**config.mk**
```make
export PLATFORM = sky130hd
export DESIGN_NAME = srt_front
export DESIGN_NICKNAME = d
export VERILOG_FILES = /design/src/design/srt_pkg.sv /design/src/design/srt_front.sv
export SDC_FILE = /design/constraint.sdc
export NUM_CORES = 1
export LEC_CHECK = 0
export BUFFER_PORTS_ARGS = -buffer_cell sky130_fd_sc_hd__buf_4
export CAP_MARGIN = 0
export CORE_ASPECT_RATIO = 1.1
export CORE_UTILIZATION = 43
export DETAILED_ROUTE_END_ITERATION = 10
export GPL_ROUTABILITY_DRIVEN = 0
export PLACE_DENSITY = 0.72
export SLEW_MARGIN = 40
export SYNTH_ARGS = -nofsm -noshare
export SYNTH_HDL_FRONTEND = slang
export SYNTH_SLANG_ARGS = --single-unit
```
**constraint.sdc**
```tcl
create_clock -name i_clk -period 12.9 [get_ports i_clk]
set_clock_uncertainty 0.05 [all_clocks]
set_input_delay 3.225 -clock i_clk [delete_from_list [all_inputs] [get_ports i_clk]]
set_output_delay 3.225 -clock i_clk [all_outputs]
set_load 0.02 [all_outputs]
```
**src/design/srt_pkg.sv**
```systemverilog
package srt_pkg;

    // item kinds
    localparam logic [1:0] MODE_CLEAR  = 2'd0;
    localparam logic [1:0] MODE_ADD    = 2'd1;
    localparam logic [1:0] MODE_LOOKUP = 2'd2;

    // result codes
    localparam logic [2:0] ST_IN_SECTION  = 3'd0;
    localparam logic [2:0] ST_BELOW_FIRST = 3'd1;
    localparam logic [2:0] ST_PASSTHROUGH = 3'd2;
    localparam logic [2:0] ST_INVALID     = 3'd3;
    localparam logic [2:0] ST_DUPLICATE   = 3'd4;
    localparam logic [2:0] ST_TABLE_FULL  = 3'd5;

    // code and execute characteristics bits
    localparam logic [31:0] EXEC_MASK = 32'h2000_0020;

    // classified command passed from front to back
    typedef struct packed {
        logic [1:0]  mode;
        logic [31:0] key;
        logic [31:0] start;
        logic [31:0] raw;
        logic        exec;
        logic [31:0] addr;
        logic        en;
    } t_cmd;

endpackage

```
**src/design/srt_front.sv**
```systemverilog
module srt_front #(
    parameter int PAGE_BYTES = 4096
) (
    input  logic          i_clk,
    input  logic          i_rst_n,
    input  logic          i_valid,
    output logic          o_ready,
    input  logic [1:0]    i_mode,
    input  logic [31:0]   i_section_start,
    input  logic [31:0]   i_section_length,
    input  logic [31:0]   i_section_raw_base,
    input  logic [31:0]   i_section_flags,
    input  logic [31:0]   i_lookup_address,
    input  logic          i_translate_enable,
    output logic          o_push,
    output srt_pkg::t_cmd o_cmd,
    input  logic          i_full
);
    import srt_pkg::*;

    localparam int         RW     = $clog2(PAGE_BYTES);

    localparam logic [1:0] F_IDLE = 2'd0;
    localparam logic [1:0] F_KEY  = 2'd1;
    localparam logic [1:0] F_PUSH = 2'd2;

    logic [1:0]    r_state;
    t_cmd          r_cmd;
    logic [31:0]   r_length;

    logic [31:0]   adj;
    logic          accept;

    assign o_ready = (r_state == F_IDLE);
    assign accept  = i_valid && o_ready;
    assign o_push  = (r_state == F_PUSH) && !i_full;
    assign o_cmd   = r_cmd;

    // round up to the next page: the low length bits are the remainder
    always_comb begin
        adj = (r_length[RW-1:0] == '0) ? 32'd0
                                       : (32'(PAGE_BYTES) - 32'(r_length[RW-1:0]));
    end

    always_ff @(posedge i_clk) begin
        if (!i_rst_n) begin
            r_state <= F_IDLE;
        end else begin
            case (r_state)
                F_IDLE: begin
                    if (accept) begin
                        r_state <= (i_mode == MODE_ADD) ? F_KEY : F_PUSH;
                    end
                end
                F_KEY: begin
                    r_state <= F_PUSH;
                end
                F_PUSH: begin
                    if (!i_full) begin
                        r_state <= F_IDLE;
                    end
                end
                default: r_state <= F_IDLE;
            endcase
        end
    end

    always_ff @(posedge i_clk) begin
        if (accept) begin
            r_cmd.mode  <= i_mode;
            r_cmd.key   <= 32'd0;
            r_cmd.start <= i_section_start;
            r_cmd.raw   <= i_section_raw_base;
            r_cmd.exec  <= |(i_section_flags & EXEC_MASK);
            r_cmd.addr  <= i_lookup_address;
            r_cmd.en    <= i_translate_enable;
            r_length    <= i_section_length;
        end else if (r_state == F_KEY) begin
            // end key wraps modulo 2^32
            r_cmd.key <= r_cmd.start + r_length + adj;
        end
    end

endmodule

```
==> results of run 1 <==
kinds of logic (layout without fill, tap and decap cells):
logic type      Yosys count  after routing
simple gates            127            127
fa+ha+maj                63             63
mux                       1              1
flops                   166            166
xor+xnor                 36             36
compound gates          128            128
buf+inv                  34            324
report_power, final:
group	switching [mW]	total (mW)	internal (mW)
logic	0.193	0.344	0.151
clock network	0.243	0.505	0.262
registers	0.0184	0.639	0.621
total	0.454	1.49	1.03
how the worst max path moves through the flow:
stage | end | cells past startpoint
after detailed placement | o_push | 3
after floorplan | o_cmd[0] | 2
after CTS | o_push | 3
after global placement | o_push | 3
after global routing | o_push | 3
final | o_push | 3
synthesized netlist by cell type, drive strengths merged, types with 2 or more instances:
library cell	number
o22ai	2
o21ai	43
nor2	17
nand3	7
or3	4
fa	13
ha	50
a221oi	3
buf	2
and3	4
nand4	5
and4b	2
edfxtp	132
nor4b	2
a211o	3
dfxtp	34
a21oi	33
o31ai	2
a211oi	9
o21bai	2
xor2	15
a31oi	3
nand2	62
clkbuf	13
and2	6
inv	19
nand2b	7
xnor2	21
o21a	2
nor3	3
o211ai	6
a21o	11
nor4	2
area by class of cell:
class	count	area, sq um
Inverter	19	71.3
Tap cell	234	293
Fill cell	1341	6600
Timing Repair Buffer	273	2070
Clock inverter	15	178
Multi-Input combinational cell	355	2680
Clock buffer	17	425
Sequential cell	166	4640
placed cells by master (no fill, tap or decap), types with 5 or more instances in the layout:
cell type and count:
a211oi_1 9, nand4_1 5, nand3_1 6, o21ai_0 37, nand2b_1 7, clkinv_8 5
a21o_1 11, buf_4 271, o211ai_1 5, ha_1 50, dfxtp_1 34, nand2_1 62
xnor2_1 21, nor2_1 17, inv_8 5, a21oi_1 33, clkbuf_16 17, xor2_1 15
inv_1 19, o21ai_1 5, edfxtp_1 132, fa_1 13
tightest hold or removal path: stages (launching register included):
cell,delay (ps)
dfxtp_1,330
nand2_1,40
o21ai_0,50
flip-flops by register name (all words and copies together) (netlist names):
name      cells
r_state       2
o_cmd       132
r_length     32
per-stage QoR:
stage	setup slack (ps)	utilization (%)
floorplan	5180	-
global placement	5920	57.3
detailed placement	5960	57.4
CTS	5950	61.0
global route	5870	61.1
finish	5940	61.1
per-layer routing:
layer,GRT usage [%],up-vias,share of wire [%]
met1,22.7,2514,40
li1,-,2614,-
met4,7.77,0,1.7
met5,0,-,0
met3,7.83,19,8.5
met2,33.5,207,50
==> out/metrics.yaml, run 1 <==
crit_slowest_cell: "nor3b_1"
syn_area_sq_um: 7440
syn_avg_cell_area_sq_um: 13.4
whs_ps: 406
grt_max_degree: 77
rsz0062_at_grt: "false"
worstPathMaxFanout: 2
period_minus_slack_ps: 6960
crit_path_end_kind: "output port"
gr-usage-all-layers_pct: 19.9
synth-seq-area-share_pct: 62.5
r2r_end: "o_cmd[124]"
netlist-cell-type-count: 56
r2r_cells: 16
die_w_um: 127
synth_xor_area_share_pct: 4.24
coreArea_sq_um: 17000
via_per_inst: 4.96
required_ps: 9620
critPathBufInv: 2
design_area_sq_um: 10400
grt_pass1_vias: 5477
power.density_nw_per_um2: 144
fmax_mhz: 144
holdPathEnd: "o_cmd[113]"
h-tree-depth: 4
drt_iter0_drc: 222
grt.overflow.total: 0
arrival_ps: 3680
clk_pin_slew_worst_paths_ps: 70
synth_top_family_by_area: "adder cells"
drive_gt1_share_pct: 37.5
grt_pass1_wl_um: 27000
synth_compound_area_share_pct: 11.3
yosys_warnings: 0
finalPower_mw: 1.49
n_antenna_cell: 0
num_vias: 5354
synth_area_leaders: "edfxtp_1 (53%), dfxtp_1 (9.2%), ha_1 (8.4%)"
clock-root-buffer: "clkbuf_16"
synth_top_flop_cell: "edfxtp_1"
crit_chain: "buf_4, nor3b_1, buf_4"
critPathLaunchType: "input port"
post-cts-setup-buffer-count: 0
status: "complete, no violations"
drtAntennaViolNets: 0
holdBufCountCts: 0
leakage_nw: 4.41
numCtsBuffers: 17
clk_path_buf_depth: 2
max_slew_margin_pct: 52.8
setup.worst_path.start: "i_full"
place_area_sq_um: 9730
maxCapViolCount: 0
max_stage_delay_ps: 170
finalCritPeriodShare_pct: 54.0
synthToLayoutAreaGrowth_pct: 39.3
yosys_register_bits: 166
numClockSinks: 166
post_cts_resized: 0
rrSetupSlack_ps: 8070
num_io_pins: 301
crit_family: "buffers and inverters"
timing.rr.start: "r_length[2]"
layoutNonFillerInstCount: 1079
cts_tree: "done"
wl_per_cell_um: 16.1
die-area_sq_um: 17800
synth_mux_area_share_pct: 0.135
synthAdderAreaFrac_pct: 11.9
finalHoldViolations: 0
path_class: "input port to output port"
dp_cells: 1046
hp-start: "o_cmd[113]"
dp.final_hpwl_um: 13200
ir_drop_uv: 92.2
synth_edf_count: 132
yosys.area.top_type: "edfxtp_1"
io_buffers: 270
crit_top_cell: "buf_4"
nets: 1062
clk_latency_ps: 430
hold_path.class: "flop to flop"
drv_slew: 0
synthSimpleGateAreaFrac_pct: 8.21
antenna_found_initial: 0
fp-row-count: 50
setup_viol: 0
drc: 0
synth_top_area_share_pct: 53.3
syn_nets: 785
start_util_pct: 43.9
hold_depth: 2
tns_ps: 0
die_h_um: 140
tightest_slew_ps: 708
drt-total-wl_um: 17300
synth_cells: 555
drt-pass1-iter-count: 4
async_reset_ff_share_pct: 0
(Power assumes the default switching activity.)
==> inputs of run 2 (changes only) <==
Settings changed: PLACE_DENSITY 0.72 to 0.75.
Clock period 12.9 ns to 5.6 ns, I/O delays scaled along.
==> out/metrics.yaml, run 2 (synthesized netlist as in run 1, its figures left out) <==
drt_iter0_drc: 272  # +23%
h-tree-depth: 4  # unchanged
layoutNonFillerInstCount: 1078  # -0.093%
grt_pass1_wl_um: 25500  # -5.8%
period_minus_slack_ps: 4750
holdBufCountCts: 0  # unchanged
maxCapViolCount: 0  # unchanged
grt_max_degree: 83  # +7.8%
leakage_nw: 4.41  # about the same
grt.overflow.total: 0  # unchanged
drc: 0  # unchanged
fmax_mhz: 211
cts_tree: "done"
drtAntennaViolNets: 0  # unchanged
dp_cells: 1046  # unchanged
io_buffers: 270  # unchanged
n_antenna_cell: 0  # unchanged
ir_drop_uv: 220  # +140%
gr-usage-all-layers_pct: 18.7  # -1.3 points
worstPathMaxFanout: 6  # +4
clk_latency_ps: 420  # about the same
critPathLaunchType: "flop"
required_ps: 5850  # -3770 ps
via_per_inst: 4.90  # -1.3%
clk_path_buf_depth: 2  # unchanged
drt-pass1-iter-count: 4  # unchanged
post-cts-setup-buffer-count: 0  # unchanged
die_w_um: 127  # unchanged
crit_path_end_kind: "flop"
drive_gt1_share_pct: 37.4  # -0.074 points
wl_per_cell_um: 15.2  # -5.6%
tns_ps: 0  # unchanged
tightest_slew_ps: 589  # -119 ps
synthToLayoutAreaGrowth_pct: 39.2  # about the same
fp-row-count: 50  # unchanged
start_util_pct: 43.9  # unchanged
drv_slew: 0  # unchanged
die-area_sq_um: 17800  # unchanged
status: "complete, no violations"
largest_reg_flops: 132  # unchanged
max_slew_margin_pct: 60.1  # +7.3 points
numClockSinks: 166  # unchanged
coreArea_sq_um: 17000  # unchanged
numCtsBuffers: 17  # unchanged
hold_path.class: "flop to flop"
rsz0062_at_grt: "false"
postLayoutCoreUtil_pct: 61.0  # about the same
finalCritPeriodShare_pct: 84.8
power.density_nw_per_um2: 331  # +130%
drt-total-wl_um: 16400  # -5.7%
setup_ws_ps: 851  # -5090 ps
finalHoldViolations: 0  # unchanged
arrival_ps: 5000  # +1320 ps
final_common_cell: "buf_4"
num_io_pins: 301  # unchanged
nets: 1062  # unchanged
post_cts_resized: 0  # unchanged
setup_viol: 0  # unchanged
grt_pass1_vias: 5349  # -2.3%
clock-root-buffer: "clkbuf_16"
num_vias: 5277  # -1.4%
dpl_worst_slack_ps: 915  # -5040 ps
dp.final_hpwl_um: 12300  # -6.5%
path_class: "flop to flop"
mostFrequentLayoutCells: "buf_4 (271), edfxtp_1 (132), nand2_1 (62), ha_1 (50), o21ai_0 (37)"
clk_pin_slew_worst_paths_ps: 60  # about the same
antenna_found_initial: 0  # unchanged
die_h_um: 140  # unchanged
[run 2: changes by cell type in the layout (fill, tap and decap cells not counted)]
cell       before  now
buf_12          1    2
bufinv_16       0    2
inv_8           5    2
clkinv_2        1    2
clkinv_8        5    0
inv_6           3    6
clkinv_4        1    2
buf_6           1    0
[run 2: final timing paths]
path / startpoint / end / slack (ps) / cells past startpoint
setup / recovery: r_length[2] / o_cmd[126] / 850 / 15
hold / removal: o_cmd[125] / o_cmd[125] / 390 / 2
hold reg to reg: o_cmd[125] / o_cmd[125] / 390 / 2
setup reg to reg: r_length[2] / o_cmd[126] / 850 / 15
[run 2: layout make-up]
| class | instances | area [sq um] |
|---|---|---|
| well taps | 234 | 293 |
| repair buffers | 273 | 2070 |
| clock inverters | 14 | 163 |
| multi-input cells | 355 | 2680 |
| fillers | 1368 | 6610 |
| flip-flops and latches | 166 | 4640 |
| clock buffers | 17 | 425 |
| inverters | 19 | 71.3 |
[run 2: worst max-delay path: stages, from the launching register on]
cell and delay (ps):
edfxtp_1 460, or3_1 440, or4_1 480, nor4_1 400, nand2b_1 140, a21oi_1 160, o22ai_1 100, fa_1 440
ha_1 400, a21oi_1 300, o21ai_0 160, a221oi_1 290, o21ai_1 190, a311oi_1 390, xor2_1 160, o21ai_0 70
[run 2: metal layers]
metal / vias up / share of wire, % / routed length, um / GRT usage [%]
met4: 0 / 1.8 / 298 / 7.58
li1: 2613 / - / - / -
met1: 2427 / 41 / 6660 / 21.5
met5: - / 0 / 0 / 0
met2: 213 / 49 / 7950 / 30.9
met3: 24 / 8.9 / 1450 / 7.41
[run 2: stage by stage]
stage                     hold slack (ps)  instance area [sq um]  power [mW]
after global placement                387                   9730        2.27
after CTS                             399                  10300        3.46
final                                 394                  10300        3.43
after global routing                  419                  10300        3.59
after floorplan                       473                   7440        2.00
after detailed placement              390                   9740        2.28
[run 2: power breakdown]
group	internal, mW	switching (mW)	total [mW]
sequential	1.43	0.0405	1.47
combinational	0.348	0.437	0.785
clock	0.669	0.505	1.17
total	2.45	0.982	3.43
==> inputs of run 3 (changes only) <==
Settings changed: PLACE_DENSITY 0.75 to 0.72.
Clock period 5.6 ns to 4.5 ns, I/O delays scaled along.
==> out/metrics.yaml, run 3 (synthesized netlist as in run 1, its figures left out) <==
power_frac_comb_pct: 25.2  # +2.3 points
rsz0062_at_grt: "true"
rrSetupSlack_ps: 170  # -680 ps
arrival_ps: 4580  # -420 ps
max_slew_margin_pct: 44.6  # -15 points
die_h_um: 140  # unchanged
mostFrequentLayoutCells: "buf_4 (289), edfxtp_1 (132), nand2_1 (61), ha_1 (48), o21ai_0 (35)"
cts_tree: "done"
grt.overflow.total: 0  # unchanged
tns_ps: 0  # unchanged
nets: 1080  # +1.7%
largest_reg_flops: 132  # unchanged
r2r_end: "o_cmd[116]"
worstPathMaxFanout: 5  # -1
finalPower_mw: 4.35  # +27%
timing.rr.start: "r_length[0]"
critPathLaunchType: "flop"
die_w_um: 127  # unchanged
leakage_nw: 4.54  # +2.9%
hold_path.class: "flop to flop"
finalCritPeriodShare_pct: 96.3  # +11 points
crit_end: "o_cmd[116]"
clk_path_buf_depth: 2  # unchanged
drt_iter0_drc: 374  # +38%
setup_viol: 0  # unchanged
p_int_mw: 3.02  # +24%
n_fill_cell: 1275  # -6.8%
via_per_inst: 4.97  # +1.5%
r2r_cells: 17  # +2
finalHoldViolations: 0  # unchanged
num_vias: 5451  # +3.3%
setup.worst_path.start: "r_length[0]"
grt_max_degree: 143  # +72%
numClockSinks: 166  # unchanged
n_antenna_cell: 0  # unchanged
antenna_found_initial: 0  # unchanged
clk_latency_ps: 430  # about the same
clk_pin_slew_worst_paths_ps: 70  # about the same
final_common_cell: "buf_4"
io_buffers: 270  # unchanged
die-area_sq_um: 17800  # unchanged
required_ps: 4750  # -1100 ps
grt_pass1_wl_um: 26600  # +4.5%
drtAntennaViolNets: 0  # unchanged
grt_pass1_vias: 5478  # +2.4%
gr-usage-all-layers_pct: 19.3  # +0.63 points
seqPwrFrac_pct: 42.1  # -0.8 points
drive_gt1_share_pct: 41.7  # +4.3 points
synthToLayoutAreaGrowth_pct: 43.0
num_io_pins: 301  # unchanged
dp.final_hpwl_um: 12900  # +4.6%
maxCapViolCount: 0  # unchanged
h-tree-depth: 4  # unchanged
crit_path_end_kind: "flop"
whs_ps: 408  # +13.3 ps
drc: 0  # unchanged
tightest_slew_ps: 831  # +241 ps
ir_drop_uv: 276  # +25%
coreArea_sq_um: 17000  # unchanged
drt-total-wl_um: 17500  # +7.1%
clkPwrFrac_pct: 32.7  # -1.5 points
fp-row-count: 50  # unchanged
numCtsBuffers: 17  # unchanged
drv_slew: 0  # unchanged
swShare_pct: 30.6  # +1.9 points
path_class: "flop to flop"
wl_per_cell_um: 16.0  # +5.2%
drt-pass1-iter-count: 5  # +1
period_minus_slack_ps: 4330  # -415 ps
p_sw_mw: 1.33  # +36%
clock-root-buffer: "clkbuf_16"
status: "complete, no violations"
power.density_nw_per_um2: 409  # +24%
fmax_mhz: 231  # +9.6%
postLayoutCoreUtil_pct: 62.7  # +1.7 points
start_util_pct: 43.9  # unchanged
==> run 3: cell type report <==
type	count	area (sq um)	area share (%)
tap	234	293	2.75
clock buffer	17	425	4.00
inverter	19	71.3	0.671
clock inverter	15	154	1.45
multi-input combinational	355	2840	26.7
timing repair buffer	291	2210	20.8
sequential	166	4640	43.7
==> run 3: what timing repair did <==
action / 4_1_cts / 5_1_grt
setup buffers: 4 / 7
gates cloned: 0 / 0
gates resized for setup: 5 / 26
pin swaps: 3 / 17
endpoints found under the setup margin: 7 / 17
hold buffers: 0 / 0
==> run 3: how the worst min path moves through the flow <==
stage,from,end,cells past startpoint
after floorplan,o_cmd[125],o_cmd[125],2
after global routing,o_cmd[115],o_cmd[115],2
after detailed placement,o_cmd[105],o_cmd[105],2
after CTS,o_cmd[105],o_cmd[105],2
after global placement,o_cmd[111],o_cmd[111],2
final,o_cmd[104],o_cmd[104],2
==> run 3: per-stage QoR <==
step,setup WS [ps],std cells,cell area (sq um)
floorplan,226,555,7440
global placement,-10.3,1054,9790
detailed placement,-35.0,1054,9800
CTS,-3.24,1090,10400
global route,-47.2,1097,10600
finish,166,1097,10600
==> run 3: per-layer routing <==
metal  GRT usage, %  share of wire, %  vias up
met3           6.65               8.0       28
li1               -                 -     2662
met5              0                 0        -
met1           21.8                39     2545
met4           7.83               2.1        0
met2           33.2                51      216
==> run 3: power by group through the flow <==
stage / Clock, mW / Sequential (mW) / Combinational (mW)
after floorplan: 0 / 1.97 / 0.527
after global placement: 0 / 1.86 / 0.971
after detailed placement: 0 / 1.87 / 0.993
after CTS: 1.46 / 1.83 / 1.02
after global routing: 1.52 / 1.85 / 1.19
final: 1.42 / 1.84 / 1.10
==> run 3: critical path, cell delays in order, from the launching register on <==
cell and delay [ps]:
edfxtp_1 410, inv_1 110, ha_2 200, nand2_1 80, or3_1 330, nand2b_1 180, or3_4 380, nand3_1 120
fa_1 410, inv_1 70, ha_1 280, a21oi_1 200, nand3_2 140, a221oi_4 390, o21ai_4 110, a221oi_4 310
nor4b_2 80, or3_1 360
