### config.mk
export PLATFORM = sky130hd
export DESIGN_NAME = srt_queue
export DESIGN_NICKNAME = d
export VERILOG_FILES = /design/src/design/srt_pkg.sv /design/src/design/srt_queue.sv
export SDC_FILE = /design/constraint.sdc
export NUM_CORES = 1
export LEC_CHECK = 0
export ABC_AREA = 1
export BUFFER_PORTS_ARGS = -buffer_cell sky130_fd_sc_hd__buf_2
export CORE_ASPECT_RATIO = 1.2
export CORE_MARGIN = 5
export CORE_UTILIZATION = 40
export CTS_CLUSTER_DIAMETER = 200
export DETAILED_ROUTE_END_ITERATION = 7
export SLEW_MARGIN = 25
export SYNTH_ARGS = -nofsm -noshare
export SYNTH_HDL_FRONTEND = slang
export SYNTH_SLANG_ARGS = --single-unit
### constraint.sdc
create_clock -name i_clk -period 10.4 [get_ports i_clk]
set_input_delay 0.52 -clock i_clk [delete_from_list [all_inputs] [get_ports i_clk]]
set_output_delay 0.52 -clock i_clk [all_outputs]
set_load 0.05 [all_outputs]
### src/design/srt_pkg.sv
package srt_pkg;

    // item kinds
    localparam logic [1:0] MODE_CLEAR  = 2'd0;
    localparam logic [1:0] MODE_ADD    = 2'd1;
    localparam logic [1:0] MODE_LOOKUP = 2'd2;

    // result codes
    localparam logic [2:0] ST_IN_SECTION  = 3'd0;
    localparam logic [2:0] ST_BELOW_FIRST = 3'd1;
    localparam logic [2:0] ST_PASSTHROUGH = 3'd2;
    localparam logic [2:0] ST_INVALID     = 3'd3;
    localparam logic [2:0] ST_DUPLICATE   = 3'd4;
    localparam logic [2:0] ST_TABLE_FULL  = 3'd5;

    // code and execute characteristics bits
    localparam logic [31:0] EXEC_MASK = 32'h2000_0020;

    // classified command passed from front to back
    typedef struct packed {
        logic [1:0]  mode;
        logic [31:0] key;
        logic [31:0] start;
        logic [31:0] raw;
        logic        exec;
        logic [31:0] addr;
        logic        en;
    } t_cmd;

endpackage

### src/design/srt_queue.sv
module srt_queue (
    input  logic          i_clk,
    input  logic          i_rst_n,
    input  logic          i_push,
    input  srt_pkg::t_cmd i_cmd,
    input  logic          i_pop,
    output srt_pkg::t_cmd o_cmd,
    output logic          o_full,
    output logic          o_empty
);
    import srt_pkg::*;

    t_cmd       r_slot [2];
    logic       r_wr_ptr;
    logic       r_rd_ptr;
    logic [1:0] r_cnt;

    assign o_cmd   = r_slot[r_rd_ptr];
    assign o_full  = (r_cnt == 2'd2);
    assign o_empty = (r_cnt == 2'd0);

    always_ff @(posedge i_clk) begin
        if (!i_rst_n) begin
            r_wr_ptr <= 1'b0;
            r_rd_ptr <= 1'b0;
            r_cnt    <= 2'd0;
        end else begin
            if (i_push) begin
                r_wr_ptr <= ~r_wr_ptr;
            end
            if (i_pop) begin
                r_rd_ptr <= ~r_rd_ptr;
            end
            case ({i_push, i_pop})
                2'b10:   r_cnt <= r_cnt + 2'd1;
                2'b01:   r_cnt <= r_cnt - 2'd1;
                default: r_cnt <= r_cnt;
            endcase
        end
    end

    always_ff @(posedge i_clk) begin
        if (i_push) begin
            r_slot[r_wr_ptr] <= i_cmd;
        end
    end

endmodule

==> results of run 1 <==
## layout make-up
cell class | count | area (um2) | area share
clock buffers | 32 | 694 | 0.0549
inverters | 6 | 27.5 | 0.00218
repair buffers | 275 | 1410 | 0.111
well taps | 325 | 407 | 0.0322
flip-flops and latches | 269 | 8030 | 0.635
clock inverters | 16 | 175 | 0.0139
multi-input cells | 156 | 1900 | 0.150
## critical path, delay by kind of cell (launching register included)
family	cells	cell delay, ps
buf+inv	2	890
flops	1	780
mux	1	420
## layer usage
layer  GRT usage  up-vias
li1            -     2326
met1       0.161     2432
met2       0.228      206
met3      0.0429       37
met4      0.0371        8
met5           0        -
## power by group through the flow
| stage | clock, uW | combinational (uW) | sequential (uW) |
|---|---|---|---|
| after floorplan | 0 | 292 | 1300 |
| after global placement | 0 | 371 | 1300 |
| after detailed placement | 0 | 380 | 1300 |
| after CTS | 977 | 381 | 1280 |
| after global routing | 1030 | 393 | 1280 |
| final | 947 | 374 | 1280 |
## cell families (layout without fill, tap and decap cells)
kind of cell / after synthesis / count (layout) / synth area share
DFF: 269 / 269 / 0.796
AOI/OAI and AO/OA: 2 / 2 / 0.000992
and+or+nand+nor: 21 / 21 / 0.00807
adders and majority gates: 1 / 1 / 0.00124
muxes: 132 / 132 / 0.177
buffers and inverters: 21 / 329 / 0.0163
## metrics by stage
| step | setup WS [ps] | total power, uW | cells | hold WS [ps] | instance area [um2] |
|---|---|---|---|---|---|
| 2_1_floorplan | 3660 | 1590 | 446 | 463 | 10100 |
| 4_1_cts | 6810 | 2630 | 1079 | 161 | 12600 |
| 5_1_grt | 7010 | 2700 | 1079 | 157 | 12600 |
| 3_5_place_dp | 7380 | 1680 | 1031 | 504 | 11800 |
| 6_report | 7160 | 2600 | 1079 | 191 | 12600 |
| 3_3_place_gp | 7110 | 1670 | 1030 | 475 | 11700 |
## synth_stat cells
library cell,count
mux2_4,80
inv_1,6
o21ai_0,1
buf_2,5
buf_6,9
nand2_1,8
edfxtp_1,264
mux2_2,52
dfxtp_1,5
buf_8,1
nor2_1,12
a21oi_1,1
nand4_1,1
ha_1,1
## path summary, 6_finish.rpt
path	end	cells past startpoint	slack (ps)
worst min-delay path	r_slot[0][20]$_DFFE_PP_	1	190
worst max-delay path	o_cmd[3]	3	7160
worst min register to register	register	2	510
worst max register to register	r_slot[1][35]$_DFFE_PP_	3	8130
## cell usage in the layout, fill, tap and decap left out, drive strengths merged
cell / Yosys / final
o21ai: 1 / 1
clkbuf: 0 / 32
ha: 1 / 1
mux2: 132 / 132
nand4: 1 / 1
a21oi: 1 / 1
bufinv: 0 / 4
clkinv: 0 / 11
buf: 15 / 275
nor2: 12 / 12
edfxtp: 264 / 264
dfxtp: 5 / 5
nand2: 8 / 8
inv: 6 / 7
## registers in the layout, indices dropped and copies added (netlist names), named ones only
register  count
r_wr_ptr      1
r_slot      264
r_rd_ptr      1
r_cnt         2
==> results.json, run 1 <==
{
  "status": "finished, final reports clean",
  "drt_pass1_iterations": 4,
  "critPathMaxStageDelay_ps": 780,
  "ys_seq_area_frac": 0.796,
  "core_area_um2": 24800,
  "p_per_area_nw_per_um2": 205,
  "pwr-share-clk": 0.365,
  "max_freq_mhz": 309,
  "clock_latency_ps": 510,
  "synth_cells": 446,
  "wirelength_mm": 19.8,
  "vias": 5009,
  "area_delta_synth_final_pct": 25.4,
  "slowest_stage": "dfxtp_4",
  "synth_fp_nets": 583,
  "hold_viol": 0,
  "tightest_slew_ps": 833,
  "antenna_cells": 0,
  "setup_viol": 0,
  "cp_cell_sequence": "buf_6 -> mux2_2 -> buf_2",
  "period_share": 0.311,
  "cts_hold_buf": 0,
  "fin_setup_tns_ps": 0,
  "cts_setup_buffers": 0,
  "dr_wl_met2_mm": 10.1,
  "relSlewSlack": 0.445,
  "met1Wirelength_mm": 7.48,
  "grt_pass1_vias": 5464,
  "cp-end-kind": "primary output",
  "skew_ps": 9.69,
  "dieArea_um2": 28500,
  "die_h_um": 184,
  "nFillCells": 2073,
  "grt_max_degree": 78,
  "seq_power_share": 0.491,
  "rows": 63,
  "peakVddDrop_mv": 0.119,
  "drc": 0,
  "synth_area_um2": 10100,
  "cts-htree-levels": 1,
  "finalWeightedCongestion": 0.804,
  "holdCritPathClass": "in -> reg",
  "final_util": 0.511,
  "synth_cell_types": 14,
  "p_comb_frac": 0.144,
  "initial_core_util": 0.407,
  "wl_per_cell_um": 18.3,
  "post_cts_resized": 0,
  "setup.worst_path.class": "reg -> out",
  "yosysWarnings": 0,
  "highest_layer": "met5",
  "drive_gt1_frac": 0.592,
  "grt_pass1_wl_mm": 29.8,
  "crit_fanout": 67,
  "cts_num_sinks": 269,
  "final_antenna_net_count": 0,
  "grt_overflow_total": 0,
  "cts_root_buf": "clkbuf_16",
  "crit_arrival_ps": 2720,
  "synth_top_area_share": 0.786,
  "cap_viol_max_count": 0,
  "clockBufferDepth": 3,
  "power_leakage_uw": 0.00492,
  "p_switching_uw": 653,
  "cts_tree": "built",
  "synth-seq-cells": 269,
  "synth.largest_area_cell": "edfxtp_1",
  "rr_startpoint": "r_wr_ptr$_SDFFE_PN0P_",
  "vias_per_cell": 4.64,
  "numCtsBuffers": 27,
  "required_ps": 9880,
  "syn_area_per_cell_um2": 22.6,
  "slew_violations": 0,
  "portBuffers": 269,
  "p_sw_frac": 0.251,
  "die_x_um": 155,
  "synthTopCellsByArea": "edfxtp_1 79%, mux2_4 12%, mux2_2 5.8%",
  "period_needed_ps": 3240,
  "drt-initial-drc-count": 240,
  "grt_usage": 0.132,
  "dp_hpwl_mm": 13.4,
  "cp-start-kind": "register",
  "ios": 270,
  "antenna_found_initial": 4,
  "rsz0062_at_grt": "no",
  "min_from": "i_cmd[20]",
  "fin_nets": 872,
  "path_clk_slew_ps": 60,
  "power.internal_uw": 1940,
  "met3_length_mm": 1.77
}
Note: power is estimated with default switching activity, not from simulation.
==> inputs of run 2 (changes only) <==
--- a/config.mk
+++ b/config.mk
@@ -5,13 +5,14 @@
 export SDC_FILE = /design/constraint.sdc
 export NUM_CORES = 1
 export LEC_CHECK = 0
-export ABC_AREA = 1
+export ABC_AREA = 0
 export BUFFER_PORTS_ARGS = -buffer_cell sky130_fd_sc_hd__buf_2
 export CORE_ASPECT_RATIO = 1.2
 export CORE_MARGIN = 5
 export CORE_UTILIZATION = 40
 export CTS_CLUSTER_DIAMETER = 200
 export DETAILED_ROUTE_END_ITERATION = 7
+export PLACE_DENSITY = 0.66
 export SLEW_MARGIN = 25
 export SYNTH_ARGS = -nofsm -noshare
 export SYNTH_HDL_FRONTEND = slang
==> constraint.sdc (replaced) <==
create_clock -name i_clk -period 2.7 [get_ports i_clk]
set_input_delay 0.135 -clock i_clk [delete_from_list [all_inputs] [get_ports i_clk]]
set_output_delay 0.135 -clock i_clk [all_outputs]
set_load 0.05 [all_outputs]
==> run 2 against run 1 <==
  * Sequential cell count unchanged
  * Clock power increased to 3.5 times the previous value
  * Register-to-register slack got worse by 7100 ps
  * Non-clock buffer count increased by 138
  * Design area increased by 8.3%
  * Global-route usage increased by 0.98 points
  * Worst hold slack improved by 160 ps
  * Routed wire length increased by 5.1%
  * Largest power group unchanged
  * Clock skew increased by 1.1 ps
  * Critical path depth unchanged
  * Die area decreased by 2.6%
==> results.json, run 2 <==
{
  "final_common_cell": "buf_2",
  "status": "finished, final reports clean",
  "period_share": 0.833,
  "hold_slack_ps": 347,
  "cts_tree": "built",
  "setup_viol": 0,
  "crit_arrival_ps": 2110,
  "holdCritPathClass": "in -> reg",
  "dieArea_um2": 27700,
  "layout_common_cells": "269 x buf_2, 264 x edfxtp_1, 136 x dlygate4sd3_1, 122 x mux2_2, 25 x clkbuf_16",
  "cts-htree-levels": 1,
  "grt_usage": 0.142,
  "fin_setup_tns_ps": 0,
  "relSlewSlack": 0.540,
  "tightest_slew_ps": 688,
  "grt_pass1_vias": 6152,
  "pwr-share-clk": 0.331,
  "synth_flop_cell": "edfxtp_1",
  "largest_reg_flops": 264,
  "clock_latency_ps": 510,
  "pre_cts_ws_ps": 928,
  "vias": 5496,
  "period_needed_ps": 2250,
  "grt_overflow_total": 0,
  "dp_hpwl_mm": 13.4,
  "p_comb_frac": 0.175,
  "synth_cell_types": 18,
  "area_delta_synth_final_pct": 39.7,
  "regMostFlops": "r_slot",
  "synth_area_um2": 9800,
  "seq_power_share": 0.494,
  "final_antenna_net_count": 0,
  "top_regs": "r_slot x264, r_cnt x2",
  "ios": 270,
  "hold_viol": 0,
  "antenna_found_initial": 1,
  "rows": 62,
  "ys_seq_area_frac": 0.819,
  "grt_max_degree": 53,
  "die_h_um": 181,
  "fin_nets": 995,
  "p_per_area_nw_per_um2": 725,
  "slew_violations": 0,
  "syn_area_per_cell_um2": 22.6,
  "path_clk_slew_ps": 60,
  "async_reset_ff_frac": 0,
  "clockBufferDepth": 3,
  "portBuffers": 269,
  "worst-path-buf-inv": 2,
  "synthTopCellsByArea": "edfxtp_1 81%, mux2_2 14%, mux2_4 1.5%",
  "drt_pass1_iterations": 4,
  "drive_gt1_frac": 0.507,
  "power_leakage_uw": 0.00516,
  "power.internal_uw": 7310,
  "cts_num_sinks": 269,
  "slowest_stage": "dfxtp_4",
  "wirelength_mm": 20.8,
  "synth_cells": 433,
  "required_ps": 2570,
  "synth_edf_count": 264,
  "cts_setup_buffers": 0,
  "wl_per_cell_um": 17.4,
  "cp_cell_sequence": "buf_12 -> mux2_2 -> buf_2",
  "yosysWarnings": 0,
  "core_area_um2": 24000,
  "cp-start-kind": "register",
  "crit_fanout": 47,
  "cp-end-kind": "primary output",
  "die_x_um": 153,
  "skew_ps": 10.8,
  "cp_top_family": "flip-flops",
  "synth.most_common_cell": "edfxtp_1",
  "setup_slack_ps": 450,
  "synth_fp_nets": 570,
  "placed_cells": 1015,
  "drt-initial-drc-count": 222,
  "r2r_slack_ps": 1080,
  "p_switching_uw": 2610,
  "max_freq_mhz": 444,
  "finalNonFillerCells": 1197,
  "cts_root_buf": "clkbuf_16",
  "rsz0062_at_grt": "no",
  "peakVddDrop_mv": 0.624,
  "critPathMaxStageDelay_ps": 650,
  "finalWeightedCongestion": 0.749,
  "initial_core_util": 0.407,
  "numCtsBuffers": 25,
  "final_util": 0.569,
  "setup.worst_path.class": "reg -> out",
  "synth-seq-cells": 269,
  "p_sw_frac": 0.263,
  "grt_pass1_wl_mm": 32.0,
  "drc": 0,
  "synth.largest_area_cell": "edfxtp_1",
  "synth_top_area_share": 0.809,
  "vias_per_cell": 4.59,
  "synthTopCellsByCount": "264 x edfxtp_1, 122 x mux2_2, 10 x mux2_4",
  "cap_viol_max_count": 0
}
## run 2: changes by cell type in the layout (fill, tap and decap cells not counted), moves of 4 or more
cell,delta
buf_12,+5
clkbuf_1,+4
nand2_1,-8
inv_1,-4
mux2_4,-70
dlygate4sd3_1,+136
nor2_1,-10
mux2_2,+70
## run 2: through the flow
stage	instance area, um2	power, uW
5_1_grt	13700	10300
2_1_floorplan	9810	6160
4_1_cts	13700	10000
6_report	13700	9920
3_3_place_gp	11600	6540
3_5_place_dp	11600	6570
## run 2: timing repair
item                      4_1_cts  5_1_grt
hold endpoints to repair      269        0
hold buffers                  136        0
resized for setup               0        0
## run 2: routing by layer
layer | routed length, um | vias to the layer above | global-route usage
met5 | 13 | - | 0
met4 | 459 | 2 | 0.0403
met3 | 1360 | 39 | 0.0390
met2 | 11000 | 185 | 0.260
met1 | 7990 | 2692 | 0.163
li1 | - | 2578 | -
## run 2: cell type report
cell class,instances,area (um2)
clock inverter,11,98.8
tap,320,400
sequential,269,8030
multi-input combinational,148,1650
clock buffer,34,659
antenna,1,2.50
timing repair buffer,413,2840
fill,1827,10400
inverter,1,3.75
## run 2: cell families after synthesis
group           after synthesis  share of synthesized area
compound gates                3                    0.00204
xor+xnor                      3                    0.00268
fa+ha+maj                     1                    0.00128
buf+inv                      16                     0.0138
flops                       269                      0.819
mux                         132                      0.156
simple gates                  9                    0.00549
## run 2: path summary, 6_finish.rpt
path	cells after the start	start	endpoint
hold / removal	2	i_cmd[60]	r_slot[0][60]$_DFFE_PP_
setup / recovery	3	register	o_cmd[71]
hold reg to reg	2	r_cnt[1]$_SDFFE_PN0P_	r_cnt[1]$_SDFFE_PN0P_
setup reg to reg	2	r_wr_ptr$_SDFFE_PN0P_	r_slot[1][125]$_DFFE_PP_
## run 2: power groups by stage
stage	combinational [uW]	clock [uW]	sequential, uW
after global placement	1570	0	4980
after global routing	1820	3550	4910
after floorplan	1200	0	4960
final	1740	3280	4900
after detailed placement	1590	0	4990
after CTS	1750	3380	4900
## run 2: worst reg2reg max path, delay by kind of cell, from the launching register on
kind	cells	cell delay, ps
buf+inv	1	350
flops	1	390
simple gates	1	530
==> inputs of run 3 (changes only) <==
--- a/config.mk
+++ b/config.mk
@@ -5,14 +5,13 @@
 export SDC_FILE = /design/constraint.sdc
 export NUM_CORES = 1
 export LEC_CHECK = 0
-export ABC_AREA = 0
+export ABC_AREA = 1
 export BUFFER_PORTS_ARGS = -buffer_cell sky130_fd_sc_hd__buf_2
 export CORE_ASPECT_RATIO = 1.2
 export CORE_MARGIN = 5
 export CORE_UTILIZATION = 40
 export CTS_CLUSTER_DIAMETER = 200
 export DETAILED_ROUTE_END_ITERATION = 7
-export PLACE_DENSITY = 0.66
 export SLEW_MARGIN = 25
 export SYNTH_ARGS = -nofsm -noshare
 export SYNTH_HDL_FRONTEND = slang
==> constraint.sdc (replaced) <==
create_clock -name i_clk -period 2.25 [get_ports i_clk]
set_input_delay 0.1125 -clock i_clk [delete_from_list [all_inputs] [get_ports i_clk]]
set_output_delay 0.1125 -clock i_clk [all_outputs]
set_load 0.05 [all_outputs]
==> run 3 against run 2 <==
  * Sequential cell count did not move
  * Clock-buffer cell count fell by 5
  * Routed wire length increased by 2.6%
  * Worst hold slack worse by 210 ps
  * Non-clock buffer count rose by 5
  * Critical path type unchanged
  * Design area increased by 3.4%
  * Worst setup slack lost 370 ps
  * Critical endpoint is now o_cmd[121]
  * Total power up 22%
==> results.json, run 3 (same netlist as run 1, synthesis figures left out) <==
{
  "status": "finished, final reports clean",
  "largest_reg_flops": 264,
  "worst-path-buf-inv": 2,
  "ios": 270,
  "cp-end-kind": "primary output",
  "max_freq_mhz": 461,
  "setup_viol": 0,
  "skew_ps": 5.92,
  "cts-htree-levels": 1,
  "rsz0062_at_grt": "no",
  "grt_usage": 0.144,
  "cts_tree": "built",
  "place_area_um2": 11900,
  "cap_viol_max_count": 0,
  "initial_core_util": 0.407,
  "die_h_um": 184,
  "dp_hpwl_mm": 14.1,
  "crit_fanout": 44,
  "multiInputGateArea_um2": 1900,
  "cp-start-kind": "register",
  "slew_violations": 0,
  "fin_setup_tns_ps": 0,
  "grt_pass1_vias": 6126,
  "slowest_stage": "dfxtp_4",
  "r2r_cells": 5,
  "grt_max_degree": 45,
  "fin_area_um2": 14100,
  "crit_arrival_ps": 2060,
  "critPathMaxStageDelay_ps": 560,
  "die_x_um": 155,
  "tightest_slew_ps": 543,
  "wirelength_mm": 21.3,
  "grt_overflow_total": 0,
  "cp.depth": 3,
  "drt_pass1_iterations": 4,
  "required_ps": 2140,
  "power_leakage_uw": 0.00555,
  "top_regs": "r_slot x264, r_cnt x2",
  "hold_slack_ps": 133,
  "clockBufferDepth": 3,
  "cp_top_family": "flip-flops",
  "finalWeightedCongestion": 0.758,
  "numCtsBuffers": 27,
  "drc": 0,
  "relSlewSlack": 0.637,
  "vias_per_cell": 4.57,
  "portBuffers": 269,
  "core_area_um2": 24800,
  "holdCritPathClass": "in -> reg",
  "final_util": 0.571,
  "wl_per_cell_um": 17.4,
  "final_antenna_net_count": 0,
  "vias": 5594,
  "rows": 63,
  "cts_num_sinks": 269,
  "post_cts_resized": 0,
  "holdPathStages": 4,
  "layout_common_cells": "269 x buf_2, 264 x edfxtp_1, 136 x dlygate4sd3_1, 80 x mux2_4, 52 x mux2_2",
  "regMostFlops": "r_slot",
  "nFillCells": 1917,
  "antenna_found_initial": 1,
  "p_total_uw": 12100,
  "grt_pass1_wl_mm": 32.4,
  "final_common_cell": "buf_2",
  "p_per_area_nw_per_um2": 859,
  "clock_latency_ps": 510,
  "cts_root_buf": "clkbuf_16",
  "period_share": 0.963,
  "seq_area_um2": 8030,
  "fin_nets": 1015,
  "hold_viol": 0,
  "drt-initial-drc-count": 193,
  "cp_cell_sequence": "buf_12 -> mux2_2 -> buf_2",
  "dieArea_um2": 28500,
  "cts_setup_buffers": 0,
  "area_delta_synth_final_pct": 40.3,
  "peakVddDrop_mv": 0.717,
  "path_clk_slew_ps": 60,
  "period_needed_ps": 2170,
  "drive_gt1_frac": 0.510,
  "setup.worst_path.class": "reg -> out"
}
run 3: worst paths after layout:
| path | to | startpoint | slack [ps] |
|---|---|---|---|
| worst max-delay path | o_cmd[121] | register | 80 |
| worst min-delay path | r_cnt[0]$_SDFFE_PN0P_ | i_push | 130 |
| worst max register to register | r_wr_ptr$_SDFFE_PN0P_ | r_wr_ptr$_SDFFE_PN0P_ | 460 |
| worst min register to register | r_rd_ptr$_SDFFE_PN0P_ | r_rd_ptr$_SDFFE_PN0P_ | 510 |
run 3: layout make-up:
| class | count | share of cell area |
|---|---|---|
| Timing Repair Buffer | 418 | 0.206 |
| Antenna cell | 1 | 0.000177 |
| Clock inverter | 20 | 0.0124 |
| Inverter | 6 | 0.00186 |
| Multi-Input combinational cell | 156 | 0.134 |
| Clock buffer | 29 | 0.0483 |
| Sequential cell | 269 | 0.568 |
| Tap cell | 325 | 0.0287 |
run 3: metal layers:
metal | track usage | up-vias | part of all wire
li1 | - | 2629 | -
met1 | 0.164 | 2730 | 0.37
met2 | 0.266 | 199 | 0.54
met3 | 0.0351 | 36 | 0.070
met4 | 0.0452 | 0 | 0.024
met5 | 0 | - | 0
run 3: report_power, final:
part	total [uW]	leakage [uW]	switching [uW]	internal [uW]
Clock	4280	0.000423	1740	2530
Combinational	1990	0.00260	1270	722
Sequential	5880	0.00252	78.1	5800
run 3: worst reg2reg max path, cell delays in order (launching register included):
cell           delay [ps]
dfxtp_2               370
nand2_2                90
nand2_1                70
dlygate4sd3_1         560
nor2_1                 40
dlygate4sd3_1         550
run 3: metrics by stage:
| step | std cells | worst slack (ps) |
|---|---|---|
| final | 1224 | 82.4 |
| after global routing | 1224 | 3.03 |
| after CTS | 1223 | 46.1 |
| after detailed placement | 1038 | 606 |
| after global placement | 1038 | 636 |
| after floorplan | 446 | -497 |
run 3: repair_timing:
| item | in CTS | in global routing |
|---|---|---|
| hold buffers | 136 | 0 |
| setup endpoints to repair | 0 | 0 |
| hold endpoints to repair | 269 | 0 |
